==> src/mabs_pkg.sv <==
// Package: types, constants and state codes for the min-area split search.
package mabs_pkg;

	localparam int MaxPoints = 256;
	localparam int AddrW = $clog2(MaxPoints);
	localparam int CntW = $clog2(MaxPoints + 1);

	localparam logic [2:0] KindUpper = 3'd3;
	localparam logic [2:0] KindLower = 3'd4;
	localparam logic [2:0] KindWhole = 3'd5;

	typedef struct packed {
		logic signed [15:0] x_coord;
		logic signed [15:0] y_coord;
		logic signed [15:0] z_coord;
		logic               final_point;
	} in_item_t;

	typedef struct packed {
		logic [2:0]         kind;
		logic               direction;
		logic signed [15:0] cut_u;
		logic signed [15:0] cut_v;
		logic [32:0]        split_area;
		logic signed [15:0] low_x;
		logic signed [15:0] low_y;
		logic signed [15:0] low_z;
		logic signed [15:0] high_x;
		logic signed [15:0] high_y;
		logic signed [15:0] high_z;
		logic               end_of_run;
	} out_item_t;

	typedef enum logic [3:0] {
		ST_LOAD,   // taking points
		ST_FACE,   // sweep for whole-face box of the plane
		ST_CUT,    // sweep for one candidate cut
		ST_AREA1,  // multiply the two side extents
		ST_AREA2,  // sum and compare
		ST_PLANE,  // emit plane result
		ST_BOX,    // sweep for one output box
		ST_BOXOUT  // emit box result
	} state_t;

	typedef struct packed {
		logic         clr_acc;   // reset box accumulators
		logic         acc_en;    // fold the current read point in
		logic [1:0]   mode;      // 0 face, 1 cut, 2 box
		logic [1:0]   plane;
		logic         dir;
		logic [AddrW-1:0] k;     // cut point index
		logic         t_valid;   // a read point is on the data bus
		logic [AddrW-1:0] t;     // index of the point on the bus
		logic         load_k;    // latch the cut point from the bus
		logic         mul;
		logic         cmp;
		logic         set_face;
		logic         plane_done;
		logic         box_start;
		logic [1:0]   group;     // 0 upper, 1 lower, 2 whole
	} cmd_t;

	typedef struct packed {
		logic face_empty;
	} sts_t;

	function automatic logic signed [15:0] pick(input logic [47:0] p, input logic [1:0] a);
		unique case (a)
			2'd0: pick = p[47:32];
			2'd1: pick = p[31:16];
			default: pick = p[15:0];
		endcase
	endfunction

	function automatic logic [1:0] axis_u(input logic [1:0] pl);
		axis_u = (pl == 2'd2) ? 2'd1 : 2'd0;
	endfunction

	function automatic logic [1:0] axis_v(input logic [1:0] pl);
		axis_v = (pl == 2'd0) ? 2'd1 : 2'd2;
	endfunction

endpackage

==> src/mabs_ctrl.sv <==
// Controller: load, per-plane face and cut sweeps, box sweeps, output handshake.
module mabs_ctrl
	import mabs_pkg::*;
(
	input  logic             clk,
	input  logic             arst_n,
	input  logic             in_valid,
	output logic             in_ready,
	input  logic             in_final,
	output logic             out_valid,
	input  logic             out_ready,
	output logic             wr_en,
	output logic [AddrW-1:0] wr_addr,
	output logic             rd_en,
	output logic [AddrW-1:0] rd_addr,
	output cmd_t             cmd,
	input  sts_t             sts
);

	state_t state_q, state_d;
	logic [CntW-1:0]  cnt_q;
	logic [CntW-1:0]  idx_q;     // sweep read index
	logic [AddrW-1:0] k_q;
	logic [1:0]       plane_q, group_q;
	logic             dir_q, tv_q, kphase_q;
	logic [AddrW-1:0] t_q;
	logic             acc;
	logic             sweep_end;
	logic             issue;     // a memory read is launched this cycle

	assign acc = in_valid && in_ready;
	assign in_ready = (state_q == ST_LOAD);
	assign wr_en = acc && (cnt_q < CntW'(MaxPoints));
	assign wr_addr = cnt_q[AddrW-1:0];
	assign sweep_end = (idx_q == cnt_q) && !tv_q;
	assign issue = ((state_q == ST_FACE || state_q == ST_BOX) && idx_q != cnt_q) ||
		(state_q == ST_CUT && (kphase_q ? !tv_q : (idx_q != cnt_q)));

	// next state
	always_comb begin
		state_d = state_q;
		unique case (state_q)
			ST_LOAD:  if (acc && in_final) state_d = ST_FACE;
			ST_FACE:  if (sweep_end) state_d = ST_AREA1;
			ST_CUT:   if (sweep_end && !kphase_q) state_d = ST_AREA1;
			ST_AREA1: state_d = ST_AREA2;
			ST_AREA2: begin
				if ((idx_q == '1 && sts.face_empty) ||
					(dir_q && k_q == AddrW'(cnt_q - 1'b1)))
					state_d = ST_PLANE;
				else state_d = ST_CUT;
			end
			ST_PLANE: if (out_ready) state_d = (plane_q == 2'd2) ? ST_BOX : ST_FACE;
			ST_BOX:   if (sweep_end) state_d = ST_BOXOUT;
			ST_BOXOUT: if (out_ready) state_d = (group_q == 2'd2) ? ST_LOAD : ST_BOX;
			default:  state_d = ST_LOAD;
		endcase
	end

	// outputs
	always_comb begin
		cmd = '0;
		cmd.plane = plane_q;
		cmd.dir = dir_q;
		cmd.k = k_q;
		cmd.t = t_q;
		cmd.t_valid = tv_q;
		cmd.group = group_q;
		cmd.mode = (state_q == ST_BOX || state_q == ST_BOXOUT) ? 2'd2 :
			(state_q == ST_FACE) ? 2'd0 : 2'd1;
		// accumulators start fresh before every face, cut and box sweep
		cmd.clr_acc = (state_q == ST_LOAD) || (state_q == ST_AREA2) ||
			(state_q == ST_PLANE) || (state_q == ST_BOXOUT && out_ready);
		cmd.acc_en = (state_q == ST_FACE || state_q == ST_BOX) ||
			(state_q == ST_CUT && !kphase_q);
		cmd.load_k = (state_q == ST_CUT) && kphase_q && tv_q;
		cmd.mul = (state_q == ST_AREA1);
		cmd.set_face = (state_q == ST_AREA2) && !tv_q && (idx_q == '1);
		cmd.cmp = (state_q == ST_AREA2) && !(idx_q == '1);
		cmd.plane_done = (state_q == ST_PLANE) && out_ready;
		cmd.box_start = (state_q == ST_PLANE) && out_ready && (plane_q == 2'd2);
		rd_en = 1'b1;
		rd_addr = (state_q == ST_CUT && kphase_q) ? k_q : idx_q[AddrW-1:0];
		out_valid = (state_q == ST_PLANE || state_q == ST_BOXOUT);
	end

	// idx_q all-ones after a face sweep marks "area is the face"
	always_ff @(posedge clk or negedge arst_n) begin
		if (!arst_n) begin
			state_q <= ST_LOAD; cnt_q <= '0; idx_q <= '0; k_q <= '0;
			plane_q <= '0; group_q <= '0; dir_q <= 1'b0; tv_q <= 1'b0;
			kphase_q <= 1'b0; t_q <= '0;
		end else begin
			state_q <= state_d;
			tv_q <= issue;
			unique case (state_q)
				ST_LOAD: begin
					if (wr_en) cnt_q <= cnt_q + 1'b1;
					plane_q <= '0; group_q <= '0; idx_q <= '0; dir_q <= 1'b0;
					k_q <= '0;
				end
				ST_FACE, ST_BOX: begin
					if (idx_q != cnt_q) begin
						t_q <= idx_q[AddrW-1:0]; idx_q <= idx_q + 1'b1;
					end
					if (state_d == ST_AREA1) idx_q <= '1;
					if (state_d == ST_BOXOUT) idx_q <= '0;
				end
				ST_CUT: begin
					if (kphase_q) begin
						if (tv_q) kphase_q <= 1'b0;
					end else if (idx_q != cnt_q) begin
						t_q <= idx_q[AddrW-1:0]; idx_q <= idx_q + 1'b1;
					end
				end
				ST_AREA2: begin
					if (idx_q != '1) begin
						if (k_q == AddrW'(cnt_q - 1'b1)) begin
							k_q <= '0; dir_q <= 1'b1;
						end else k_q <= k_q + 1'b1;
					end
					idx_q <= '0;
					kphase_q <= 1'b1;
				end
				ST_PLANE: if (out_ready) begin
					plane_q <= plane_q + 1'b1; dir_q <= 1'b0; k_q <= '0; idx_q <= '0;
				end
				ST_BOXOUT: if (out_ready) begin
					group_q <= group_q + 1'b1; idx_q <= '0;
					if (group_q == 2'd2) cnt_q <= '0;
				end
				default: ;
			endcase
		end
	end

endmodule

==> config.mk <==
export PLATFORM = sky130hd
export DESIGN_NAME = mabs_ctrl
export DESIGN_NICKNAME = d
export VERILOG_FILES = /design/src/mabs_pkg.sv /design/src/mabs_ctrl.sv
export SDC_FILE = /design/constraint.sdc
export NUM_CORES = 1
export LEC_CHECK = 0
export BUFFER_PORTS_ARGS = -buffer_cell sky130_fd_sc_hd__buf_2
export CAP_MARGIN = 25
export CORE_MARGIN = 2
export CORE_UTILIZATION = 61
export CTS_CLUSTER_SIZE = 40
export DETAILED_ROUTE_END_ITERATION = 10
export PLACE_DENSITY = 0.86
export SETUP_SLACK_MARGIN = 0.3
export SYNTH_ARGS = -nofsm -noshare
export SYNTH_HDL_FRONTEND = slang
export SYNTH_SLANG_ARGS = --single-unit
==> constraint.sdc <==
create_clock -name clk -period 4.65 [get_ports clk]
set_input_delay 0.465 -clock clk [delete_from_list [all_inputs] [get_ports clk]]
set_output_delay 0.465 -clock clk [all_outputs]
set_load 0.005 [all_outputs]
Word-level counts from Yosys, hierarchy flattened
Index checks and enable logic that the tools add are counted.

Bits in registers: 45. Input port bits: 6. Logic and storage cells: 130.

Add/sub/neg operators: 6. Order comparisons: 1. Equality and inequality tests: 24. Multiplexer cells: 42. Reduce and logical (&&, ||, !) cells: 47.

Operators by type and width (number): $mux W9 (8); $mux W8 (6); $pmux W9 S4 (1); $pmux W4 S8 (1); $mux W4 (6); $pmux W8 S3 (1); $eq A4 B3 Y1 const B (5); $add A9 B1 Y9 const B (2); $logic_and A1 B1 Y1 (18); $pmux W9 S2 (1); $pmux W8 S2 (1); $eq A4 B2 Y1 const B (3); $ne A2 B1 Y1 const B (5); $eq A9 B9 Y1 (1); $eq A9 B9 Y1 const B (1); $logic_or A1 B1 Y1 (9); $lt A9 B9 Y1 const B (1); $mux W3 (3); $ne A9 B9 Y1 (1); $ne A9 B9 Y1 const B (1); $add A8 B1 Y8 const B (1); $eq A8 B8 Y1 (1); $pmux W2 S2 (2); $reduce_and A4 Y1 (2); other kinds (17) (39).

Longest topological paths before layout
Gate-level depths: netlist (run 1).

Depth in word-level cells: 10. Gate-level depth with buffers: 11.

Worst setup path before layout (run 1)
No wires, ideal clock.

Path type: register -> register. Start: reg idx_q[3]. End: reg k_q[6]. Library setup time: 0.092 ns. Arrival time: 2.147 ns. Required time: 4.558 ns. Setup slack: 2.411 ns. Cell stages (with the launch flop): 12. Path through: dfrtp_1 > clkbuf_1 > and3_1 > nand2_1 > nor2_1 > ha_1 > a21oi_1 > o21ai_0 > clkbuf_1 > nand2_1 > o31a_1 > o31ai_2.

Cells in the longest elaborated chain, start to end: 3.

Ends and longest elaborated chain: from (decl) (line mabs_ctrl.sv:22) `logic [CntW-1:0] idx_q;`; from (signal assigned) (line mabs_ctrl.sv:104) `t_q <= idx_q[AddrW-1:0]; idx_q <= idx_q + 1'b1;`; from (signal assigned) (line mabs_ctrl.sv:113) `t_q <= idx_q[AddrW-1:0]; idx_q <= idx_q + 1'b1;`; $ne A9 B9 Y1 (line mabs_ctrl.sv:117) `if (idx_q != '1) begin`; $ne A2 B1 Y1 (no line); $reduce_and A3 Y1 (no line); to (signal assigned) (line mabs_ctrl.sv:120) `end else k_q <= k_q + 1'b1;`; to (decl) (line mabs_ctrl.sv:23) `logic [AddrW-1:0] k_q;`.

No other way between the ends. A chain may end at the register's enable or synchronous reset.

Worst setup path after layout (run 1)
Start: reg state_q[2]. End: out rd_addr[5].

Cells in the longest elaborated chain, start to end: 3.

Ends and longest elaborated chain: from (decl) (line mabs_ctrl.sv:20) `state_t state_q, state_d;`; from (signal assigned) (line mabs_ctrl.sv:94) `state_q <= state_d;`; $eq A4 B2 Y1 (line mabs_ctrl.sv:83) `rd_addr = (state_q == ST_CUT && kphase_q) ? k_q : idx_q[AddrW-1:0];`; $logic_and A1 B1 Y1 (line mabs_ctrl.sv:83); $mux W8 (line mabs_ctrl.sv:83); to (decl) (line mabs_ctrl.sv:15) `output logic [AddrW-1:0] rd_addr,`.

No other way between the ends.

==> key figures, run 1 <==
Outcome
  • Status: complete, no violations

Drt
  • Vias per std cell: 6.101
  • DRC viols: 0
  • First drt pass iteration count: 5
  • DR iter-0 viols: 315
  • Wirelength per Cell: 16.31 um
  • Vias: 2,782
  • Final ANT Viol Nets: 0
  • WL final: 7439 um

STA
  • Clock skew: 0.006840 ns
  • Final min period: 2.753 ns
  • TNS Setup: 0 ns
  • Slew at the pin closest to its max-slew limit: 0.8207 ns
  • Slew headroom: 44.99%
  • Unrepaired setup endpoints after global routing: no
  • Period utilization: 59.21%
  • Max-slew violations: 0
  • Final worst slack: 1.897 ns
  • Final Hold Vio Count: 0
  • Final setup fails: 0
  • Peak Freq: 0.3632 GHz

Finish
  • Fillers: 427
  • Fin cells: 456
  • Diodes inserted: 0
  • FF/Latch Area: 0.001126 mm2
  • Area Overhead vs Synth: 9.880%
  • Layout Nets: 398
  • Area of the multi-input gates: 0.001765 mm2
  • Share of cells above drive strength 1: 26.17%
  • Post-route cell area: 0.003451 mm2

GRT
  • Grt ovf: 0
  • Total GRT Usage: 27.76%
  • Vias in the first global route: 2,499
  • First-pass GRT wire length: 12,190 um
  • Largest net degree at the start of global routing: 46
  • Initial antenna violation count: 0

Logic synthesis
  • Avg Cell Area, Syn: 8.872 um2
  • Net count after synthesis: 367
  • Netlist cell types: 63
  • Warnings from Yosys: 0
  • Cells after Synth: 354
  • Register bit total from synthesis: 45
  • Post-Syn Area: 0.003141 mm2
  • Post-synthesis sequential area ratio: 35.86%
  • Number of synthesized flops with an enable pin: 0
  • FFs w/ async S/R, synth: 100.0%
  • Main synth FF type: dfrtp_1

Flow run
  • Number of max-cap violations: 0

Floorplan
  • Die H: 75.75 um
  • # rows: 26
  • Effective utilization at floorplan: 62.28%
  • Die width: 75.75 um
  • Ports: 58
  • Die area: 0.005738 mm2
  • Core Region: 0.005042 mm2

CTS
  • CTS Buf Count: 5
  • H-tree depth: 2
  • Post-CTS Resized: 0
  • Post-CTS Hold Buffers: 0
  • # Post-CTS Setup Buffers: 0
  • Clock Tree Buf Depth: 2
  • Num Clock Sinks: 45
  • Root buf cell: clkbuf_8
  • CTS tree: yes
  • Clock Latency Late Sink: 0.30 ns
  • Clock transition at path regs: 0.08 ns

Worst setup path
  • Critical path's slowest cell: dfrtp_1
  • Max FO, Critical Path: 22
  • Worst Path Class, Setup: reg2out
  • End point of the critical path: rd_addr[5]
  • Largest stage delay, worst path: 0.60 ns
  • Critical path depth: 4
  • RR Startpoint: cnt_q[0]
  • FF-to-FF path depth: 8
  • CP top delay family: simple AND/OR/NAND/NOR gates
  • Worst endpoint required time: 4.18 ns
  • R2R Setup Slk: 1.99 ns
  • CP startpoint kind: register
  • Crit path cell chain: nor2_1, nand3_1, mux2_2, buf_2
  • Crit path DAT: 2.29 ns
  • Worst Setup End Kind: primary output
  • Worst setup startpoint: state_q[2]
  • CP bufs+invs: 1
  • Reg2reg end: state_q[2]

Pwr
  • Clock share of power: 17.3%
  • Lkg Pwr: 1.640 nW
  • Psw: 617.9 uW
  • Maximum VDD drop: 355.2 uV
  • Pwr Total: 1.530 mW
  • Reg power frac: 41.4%
  • Internal: 912.3 uW
  • Comb power frac: 41.3%
  • Sw frac: 40.38%
  • PwrDens: 443.4 mW/mm2

Hold path
  • Hold Path Class: in2reg

Placement
  • DP Wirelength: 5294 um
  • Setup WS pre-CTS: 2.098 ns
  • Placed instance count: 446
  • Placed cell area: 0.003319 mm2
  • Port buffer count: 56
  • Final Wtd Congestion: 0.9564
[metal layers]
layer / routed length (um) / up-vias / GRT usage (%) / part of all wire (%)
met5: 0 / - / 0 / 0
met4: 131 / 0 / 8.577 / 1.8
met3: 408 / 15 / 5.291 / 5.5
met2: 3522 / 119 / 43.77 / 47
met1: 3375 / 1338 / 38.76 / 45
li1: - / 1310 / - / -
[power by group through the flow]
stage                     sequential (mW)  clock (mW)  combinational (mW)
after global routing                0.652       0.283               0.706
after global placement              0.630           0               0.610
after floorplan                     0.541           0               0.578
after CTS                           0.629       0.266               0.627
after detailed placement            0.637           0               0.619
final                               0.634       0.264               0.632
[placed cells by master (no fill, tap or decap), types with 4 or more instances in the layout]
master,count
a31oi_1,7
nor2_1,33
nand2b_1,7
a21oi_1,12
xor2_1,9
xnor2_1,13
nor3_1,8
mux2_2,17
clkbuf_8,7
nand3_1,17
o22ai_1,4
buf_2,56
dfrtp_1,45
inv_1,14
o21ai_0,10
a211oi_1,4
nand2_1,33
ha_1,7
and3_1,6
[cell type report]
cell class,instances,share of cell area [%]
clock buffer,7,2.792
clock inverter,1,0.1450
inverter,14,1.523
multi-input combinational,260,51.16
sequential,45,32.63
tap,70,2.538
timing repair buffer,59,9.210
[Yosys cell counts (all sizes together) (2+ instances only)]
library cell  number  area share [%]
dfrtp             45              36
nand2             33             3.9
nor2              33             3.9
buf               20             4.5
mux2              17             6.1
nand3             17             2.7
clkbuf            15             1.8
inv               14             1.7
xnor2             13             3.6
a21oi             12             1.9
o21ai             12             1.9
nor3              10             1.9
xor2              10             3.0
a31oi              7             1.4
ha                 7             2.8
nand2b             7             1.4
and3               6             1.2
a211oi             5             1.6
o31ai              5             1.5
or3                5             1.3
o22ai              4            0.80
a21o               3            0.72
a221oi             3            0.84
a311oi             3             1.0
nand4              3            0.60
nor3b              3            0.72
o211ai             3            0.72
o31a               3            0.84
or2                3            0.60
a21boi             2            0.48
a31o               2            0.56
a41oi              2            0.56
and2               2            0.40
conb               2            0.24
nor2b              2            0.40
o21ba              2            0.64
o221a              2            0.72
o311a              2            0.64
o41ai              2            0.56
[cell families (layout without fill, tap and decap cells)]
group,Yosys count,count (layout),synth area share (%)
AO/OA/AOI/OAI,81,81,19.48
XOR/XNOR,23,23,6.654
adder cells (fa/ha/maj),7,7,2.789
buffers and inverters,49,81,7.928
flip-flops,45,45,35.86
multiplexers,18,18,6.414
other,2,2,0.2391
AND/OR/NAND/NOR,129,129,20.64
[registers in the layout, summed over array words and instances (netlist names)]
register  flops
tv_q          1
dir_q         1
kphase_q      1
group_q       2
idx_q         9
t_q           8
k_q           8
cnt_q         9
state_q       4
plane_q       2
[worst min-delay path, stage by stage]
cell	delay, ns
buf_2	0.08
a31oi_1	0.08
o211ai_1	0.08
[metrics by stage]
stage               hold slack, ns  util (%)
finish                      0.4479     68.44
floorplan                   0.1694         -
global route                0.4810     68.44
global placement            0.4911     65.83
detailed placement          0.4934     65.83
CTS                         0.3575     67.84
[worst min-delay path by stage]
stage          startpoint         end  cells past startpoint  slack, ns
6_report         in_final  state_q[0]                      3       0.45
2_1_floorplan      arst_n    cnt_q[0]                      0       0.17
3_3_place_gp       t_q[6]      t_q[6]                      1       0.49
3_5_place_dp       t_q[5]      t_q[5]                      1       0.49
5_1_grt          in_final  state_q[0]                      3       0.48
4_1_cts            arst_n  state_q[3]                      1       0.36
No activity file was read; power rests on OpenSTA's default activity.
==> inputs of run 2 (changes only) <==
ABC_AREA = 1   (was unset)
CORE_UTILIZATION = 57   (was 61)
PLACE_DENSITY = 0.81   (was 0.86)
clock period = 2.7 ns   (was 4.65 ns; I/O delays follow)
==> run 2 against run 1 <==
Net effect:
- final cell count up 31%
- total power increased by 7.6%
- wire length grew 19%
- sequential power rose by 20%
- highest routed layer unchanged
==> key figures, run 2 <==
Outcome
  • Status: complete, no violations

Logic synthesis
  • Post-synthesis sequential area ratio: 34.51% (-1.3 points)
  • Top cells by area, synth: dfrtp_1, nand2_1, inv_1, nor2_1, o21ai_0
  • Netlist cell types: 42 (-33%)
  • Number of synthesized flops with an enable pin: 0 (unchanged)
  • Cells after Synth: 472 (+33%)
  • FFs w/ async S/R, synth: 100.0% (unchanged)
  • Synth cell count leaders: nand2_1, inv_1, dfrtp_1, nor2_1, o21ai_0
  • Warnings from Yosys: 0 (unchanged)
  • Register bit total from synthesis: 45 (unchanged)
  • Main synth FF type: dfrtp_1
  • Post-Syn Area: 0.003263 mm2 (+3.9%)
  • Net count after synthesis: 485 (+32%)
  • Dominant cell by count in the synthesized netlist: nand2_1
  • Area leader, netlist: dfrtp_1
  • Avg Cell Area, Syn: 6.913 um2 (-22%)
  • Synth top area share: 34.51% (-1.3 points)

CTS
  • Clock Latency Late Sink: 0.31 ns (about the same)
  • CTS Buf Count: 5 (unchanged)
  • CTS tree: yes
  • H-tree depth: 2 (unchanged)
  • Root buf cell: clkbuf_8
  • Clock Tree Buf Depth: 2 (unchanged)
  • Clock transition at path regs: 0.09 ns (about the same)
  • Num Clock Sinks: 45 (unchanged)

Worst setup path
  • Most used cell, CP: ha_1
  • Reg2reg end: idx_q[6]
  • Max FO, Critical Path: 6 (-73%)
  • Crit path DAT: 1.96 ns (-0.33 ns)
  • R2R Setup Slk: 0.48 ns (-1.51 ns)
  • Largest stage delay, worst path: 0.43 ns (-0.17 ns)
  • Worst Path Class, Setup: reg2out
  • CP startpoint kind: register
  • Critical path's slowest cell: dfrtp_2
  • FF-to-FF path depth: 16 (+8)
  • Worst Setup End Kind: primary output
  • RR Startpoint: cnt_q[0]
  • Worst endpoint required time: 2.43 ns (-1.75 ns)
  • Crit path cell chain: ha_1, nand4_1, nor3_2, ha_1, nand2_1, nor2_1, buf_2

Pwr
  • Comb power frac: 15.8% (-26 points)
  • Maximum VDD drop: 366.1 uV (+3.1%)
  • Sw frac: 27.64% (-13 points)
  • Clock share of power: 38.1% (+21 points)
  • Psw: 455.3 uW (-26%)
  • Lkg Pwr: 2.006 nW (+22%)
  • Internal: 1.192 mW (+31%)
  • Reg power frac: 46.1% (+4.7 points)
  • PwrDens: 441.6 mW/mm2 (-0.41%)

Finish
  • Layout Nets: 537 (+35%)
  • Most frequent cells in the layout: nand2_1, buf_2, inv_1, dfrtp_1, nor2_1
  • Registers with the most flip-flops: cnt_q (9), idx_q (9)
  • Share of cells above drive strength 1: 22.48% (-3.7 points)
  • Final Core Density: 67.73% (-0.70 points)
  • Diodes inserted: 0 (unchanged)
  • Post-route cell area: 0.003730 mm2 (+8.1%)
  • Commonest non-fill, non-tap cell in the layout: nand2_1
  • Area Overhead vs Synth: 14.30%

Drt
  • DR iter-0 viols: 221 (-30%)
  • Vias per std cell: 5.471 (-10%)
  • First drt pass iteration count: 6 (+1)
  • DRC viols: 0 (unchanged)
  • WL final: 8827 um (+19%)
  • Vias: 3,266 (+17%)
  • Final ANT Viol Nets: 0 (unchanged)
  • Wirelength per Cell: 14.79 um (-9.4%)

GRT
  • Grt ovf: 0 (unchanged)
  • Largest net degree at the start of global routing: 46 (unchanged)
  • Initial antenna violation count: 0 (unchanged)
  • Vias in the first global route: 3,004 (+20%)
  • Total GRT Usage: 28.61% (+0.85 points)
  • First-pass GRT wire length: 14,240 um (+17%)

Floorplan
  • Die H: 79.66 um (+5.2%)
  • Ports: 58 (unchanged)
  • # rows: 27 (+3.8%)
  • Die width: 79.66 um (+5.2%)
  • Core Region: 0.005507 mm2 (+9.2%)
  • Die area: 0.006346 mm2 (+11%)
  • Effective utilization at floorplan: 59.26% (-3.0 points)

STA
  • TNS Setup: 0 ns (unchanged)
  • Max-slew violations: 0 (unchanged)
  • Period utilization: 82.56%
  • Clock skew: 0.01143 ns (+0.004592 ns)
  • Unrepaired setup endpoints after global routing: yes
  • Final setup fails: 0 (unchanged)
  • Slew headroom: 47.07% (+2.1 points)
  • Peak Freq: 0.4486 GHz
  • Slew at the pin closest to its max-slew limit: 0.7904 ns (-0.03030 ns)
  • Final Hold Vio Count: 0 (unchanged)
  • Final min period: 2.229 ns

Placement
  • Placed cell area: 0.003475 mm2 (+4.7%)
  • DP Wirelength: 6335 um (+20%)
  • Port buffer count: 56 (unchanged)
  • Final Wtd Congestion: 0.9326 (-2.5%)

Hold path
  • Hold path endpoint: group_q[0]
  • Hold Path Class: in2reg
  • Hold Path Depth: 3 (unchanged)
  • Hold Startpoint: out_ready

Flow run
  • Number of max-cap violations: 0 (unchanged)
## run 2: changes by cell type after synthesis, moves of 7 or more
| cell | change |
|---|---|
| a21oi_1 | +9 |
| a31oi_1 | -7 |
| clkbuf_1 | -14 |
| inv_1 | +39 |
| inv_2 | +9 |
| mux2_2 | -17 |
| nand2_1 | +107 |
| o21ai_0 | +18 |
| o21ai_1 | +10 |
| xnor2_1 | -9 |
## run 2: worst max-delay path by stage
stage	from	endpoint	slack, ns	depth (start not counted)
2_1_floorplan	cnt_q[0]	plane_q[1]	0.72	15
3_3_place_gp	cnt_q[0]	idx_q[6]	0.45	16
3_5_place_dp	cnt_q[0]	idx_q[6]	0.41	17
4_1_cts	cnt_q[0]	idx_q[6]	0.37	17
5_1_grt	cnt_q[0]	idx_q[6]	0.26	17
6_report	idx_q[1]	cmd[4]	0.47	7
## run 2: critical path: cells and delay by family, from the launching register on
| family | cells | cell delay (ns) |
|---|---|---|
| adder cells (fa/ha/maj) | 2 | 0.44 |
| buffers and inverters | 1 | 0.14 |
| flip-flops | 1 | 0.43 |
| AND/OR/NAND/NOR | 4 | 0.64 |
## run 2: through the flow
step	setup WS, ns	hold slack, ns	total power [mW]	instances
global route	0.2615	0.3751	1.718	597
floorplan	0.7242	-0.02559	0.9163	472
global placement	0.4453	0.4654	0.9994	580
detailed placement	0.4149	0.4685	1.012	580
CTS	0.3653	0.1664	1.630	588
finish	0.4709	0.3360	1.647	597
## run 2: cells by family (layout without fill, tap and decap cells)
family                     count (synthesis)  count (layout)  synth area share, %
and+or+nand+nor                          245             246                33.67
buffers and inverters                     85             137                12.58
AOI/OAI and AO/OA                         73              73                12.31
DFF                                       45              45                34.51
xor gates and xnor gates                  15              15                4.026
adders and majority gates                  7               7                2.684
other                                      2               2               0.2301
## run 2: layout make-up
type                            count  area (um2)
Tap cell                           72       90.09
Timing Repair inverter              1       5.005
Fill cell                         500        1777
Sequential cell                    45        1131
Clock buffer                        5       68.82
Timing Repair Buffer               65       362.8
Clock inverter                      3       68.82
Inverter                           63       242.7
Multi-Input combinational cell    343        1760
## run 2: power by group through the flow
stage	logic [mW]	clock network, mW	registers [mW]
finish	0.260	0.627	0.760
global route	0.295	0.657	0.767
CTS	0.242	0.630	0.758
detailed placement	0.241	0	0.771
global placement	0.232	0	0.767
floorplan	0.155	0	0.762
## run 2: layer usage
layer  vias up  GRT usage, %  wire (um)
met5         -             0          0
met4         0         8.103        192
met3        22         4.186        529
met2       128         46.81       4229
met1      1521         39.53       3875
li1       1595             -          -
## run 2: timing repair
item / 4_1_cts / 5_1_grt
endpoints found under the setup margin: 0 / 24
endpoints found under the hold margin: 0 / 15
setup buffers: 0 / 5
hold buffers: 0 / 1
resized for setup: 0 / 14
==> inputs of run 3 (changes only) <==
CORE_UTILIZATION = 51   (was 57)
PLACE_DENSITY = 0.77   (was 0.81)
clock period = 2 ns   (was 2.7 ns; I/O delays follow)
==> run 3 against run 2 <==
Net effect:
- the run now ends with negative setup slack left
- non-clock buffer count up 71
- global-route usage down 1.0 points
- sequential power up 36%
- die area up 11%
- sequential share of layout area down 6.8 points
- total power up 35%
- cell area up 29%
- wire length up 36%
- clock power down 5.6%
- critical endpoint is now idx_q[4]
==> key figures, run 3 (synthesized netlist as in run 2, its figures left out) <==
Worst setup path
  • Worst Setup End Kind: register
  • Crit path DAT: 2.47 ns (+0.51 ns)
  • Crit path cell chain: inv_2, ha_4, nor2_1, nor2_2, nand2_1, nor2_1, nand3_1, nor2_2, nand3_2, nand2_2, nand2_2, nand2_4, nand3_4, nand2_1, nand2_1, nand2_1
  • Most used cell, CP: nand2_1
  • CP startpoint kind: register
  • Worst Path Class, Setup: reg2reg
  • Max FO, Critical Path: 8 (+2)
  • Worst endpoint required time: 2.24 ns (-0.19 ns)
  • Largest stage delay, worst path: 0.42 ns (about the same)
  • Critical path's slowest cell: dfrtp_1

Placement
  • Final Wtd Congestion: 0.9329 (about the same)
  • Setup WS pre-CTS: -0.02215 ns (-0.4371 ns)
  • Port buffer count: 56 (unchanged)
  • DP Wirelength: 7044 um (+11%)

Drt
  • Final ANT Viol Nets: 0 (unchanged)
  • DR iter-0 viols: 325 (+47%)
  • Wirelength per Cell: 17.93 um (+21%)
  • First drt pass iteration count: 5 (-1)
  • Vias per std cell: 5.827 (+6.5%)
  • Vias: 3,910 (+20%)
  • DRC viols: 0 (unchanged)
  • WL final: 12,030 um (+36%)

Finish
  • Most frequent cells in the layout: nand2_1, buf_2, buf_4, inv_1, dfrtp_1
  • Share of cells above drive strength 1: 45.96% (+23 points)
  • Fillers: 392 (-22%)
  • Area Overhead vs Synth: 47.66%
  • Registers with the most flip-flops: cnt_q (9), idx_q (9)
  • Layout Nets: 606 (+13%)
  • Commonest non-fill, non-tap cell in the layout: nand2_1
  • Final Core Density: 76.76% (+9.0 points)
  • Diodes inserted: 0 (unchanged)

CTS
  • H-tree depth: 2 (unchanged)
  • CTS tree: yes
  • CTS Buf Count: 5 (unchanged)
  • Num Clock Sinks: 45 (unchanged)
  • Clock Tree Buf Depth: 2 (unchanged)
  • Clock transition at path regs: 0.10 ns (about the same)
  • Clock Latency Late Sink: 0.32 ns (about the same)
  • Root buf cell: clkbuf_8

STA
  • Slew headroom: 61.20% (+14 points)
  • Slew at the pin closest to its max-slew limit: 0.5821 ns (-0.2084 ns)
  • Final min period: 2.222 ns
  • Final worst slack: -0.2218 ns (-0.6928 ns)
  • Unrepaired setup endpoints after global routing: yes
  • Clock skew: 0.01516 ns (+0.003726 ns)
  • Final Hold Vio Count: 0 (unchanged)
  • WHS: 0.2787 ns (-0.05724 ns)
  • Peak Freq: 0.4501 GHz
  • Period utilization: 111.1%
  • Max-slew violations: 0 (unchanged)
  • Final setup fails: 31 (+31)

GRT
  • Total GRT Usage: 27.61% (-1.0 points)
  • First-pass GRT wire length: 15,680 um (+10%)
  • Largest net degree at the start of global routing: 25 (-46%)
  • Initial antenna violation count: 0 (unchanged)
  • Vias in the first global route: 3,261 (+8.6%)
  • Grt ovf: 0 (unchanged)

Floorplan
  • Die width: 83.99 um (+5.4%)
  • Ports: 58 (unchanged)
  • # rows: 29 (+7.4%)
  • Effective utilization at floorplan: 51.98% (-7.3 points)
  • Die area: 0.007054 mm2 (+11%)
  • Core Region: 0.006277 mm2 (+14%)
  • Die H: 83.99 um (+5.4%)

Pwr
  • Lkg Pwr: 2.585 nW (+29%)
  • PwrDens: 460.3 mW/mm2 (+4.2%)
  • Pwr Total: 2.218 mW (+35%)
  • Maximum VDD drop: 347.7 uV (-5.0%)

Outcome
  • Status: complete, but fails checks
  • Violated checks: negative setup slack

Flow run
  • Number of max-cap violations: 0 (unchanged)

Hold path
  • Hold Path Class: in2reg
## run 3: cell count changes in the layout (fill, tap and decap cells not counted), moves of 6 or more
cell,change
nor2_2,+6
o21ai_0,-21
o21ai_2,+11
buf_6,+23
nand2_1,-41
inv_1,-6
buf_4,+44
o21ai_1,+9
nand2_2,+23
nor2_1,-11
nand2_4,+17
## run 3: metal layers
layer / up-vias / GRT usage, % / routed length, um
met3: 60 / 3.759 / 1141
met2: 267 / 47.27 / 5761
li1: 1732 / - / -
met5: - / 0 / 0
met4: 0 / 7.478 / 580
met1: 1851 / 36.71 / 4547
## run 3: final timing paths
path / from / to / slack (ns) / cells after the start
worst max-delay path: cnt_q[0] / idx_q[4] / -0.22 / 16
worst min-delay path: out_ready / group_q[0] / 0.28 / 3
worst max register to register: cnt_q[0] / idx_q[4] / -0.22 / 16
worst min register to register: kphase_q / kphase_q / 0.51 / 2
max in group asynchronous: arst_n / state_q[0] / 1.03 / 3
min in group asynchronous: arst_n / group_q[1] / 0.40 / 2
## run 3: final cells by class
class / instances / area, um2 / area share, %
multi-input combinational: 342 / 2206 / 45.78
sequential: 45 / 1132 / 23.50
timing repair buffer: 136 / 1057 / 21.94
inverter: 63 / 246.5 / 5.116
tap: 77 / 96.34 / 1.999
clock buffer: 8 / 80.08 / 1.662
## run 3: timing repair
item	in CTS	in global routing
gates resized for setup	46	132
hold endpoints to repair	21	0
cloned	0	2
pin swaps	21	23
hold buffers	1	0
endpoints found under the setup margin	50	54
buffers inserted	16	20
## run 3: per-stage QoR
step           setup TNS, ns  instances  cell area [um2]
6_report              -3.804        671             4818
3_5_place_dp         -0.1063        624             3826
3_3_place_gp               0        624             3826
2_1_floorplan              0        472             3278
5_1_grt               -6.830        671             4818
4_1_cts                    0        649             4197
## run 3: worst max-delay path: cells and delay by family (launching register included)
| kind | cells | cell delay, ns |
|---|---|---|
| buffers and inverters | 1 | 0.07 |
| and+or+nand+nor | 14 | 1.36 |
| adders and majority gates | 1 | 0.28 |
| DFF | 1 | 0.42 |
## run 3: power by group
group          internal, mW  total, mW  switching (mW)
combinational         0.269      0.592           0.323
clock                 0.250      0.592           0.343
sequential            0.970       1.03          0.0635
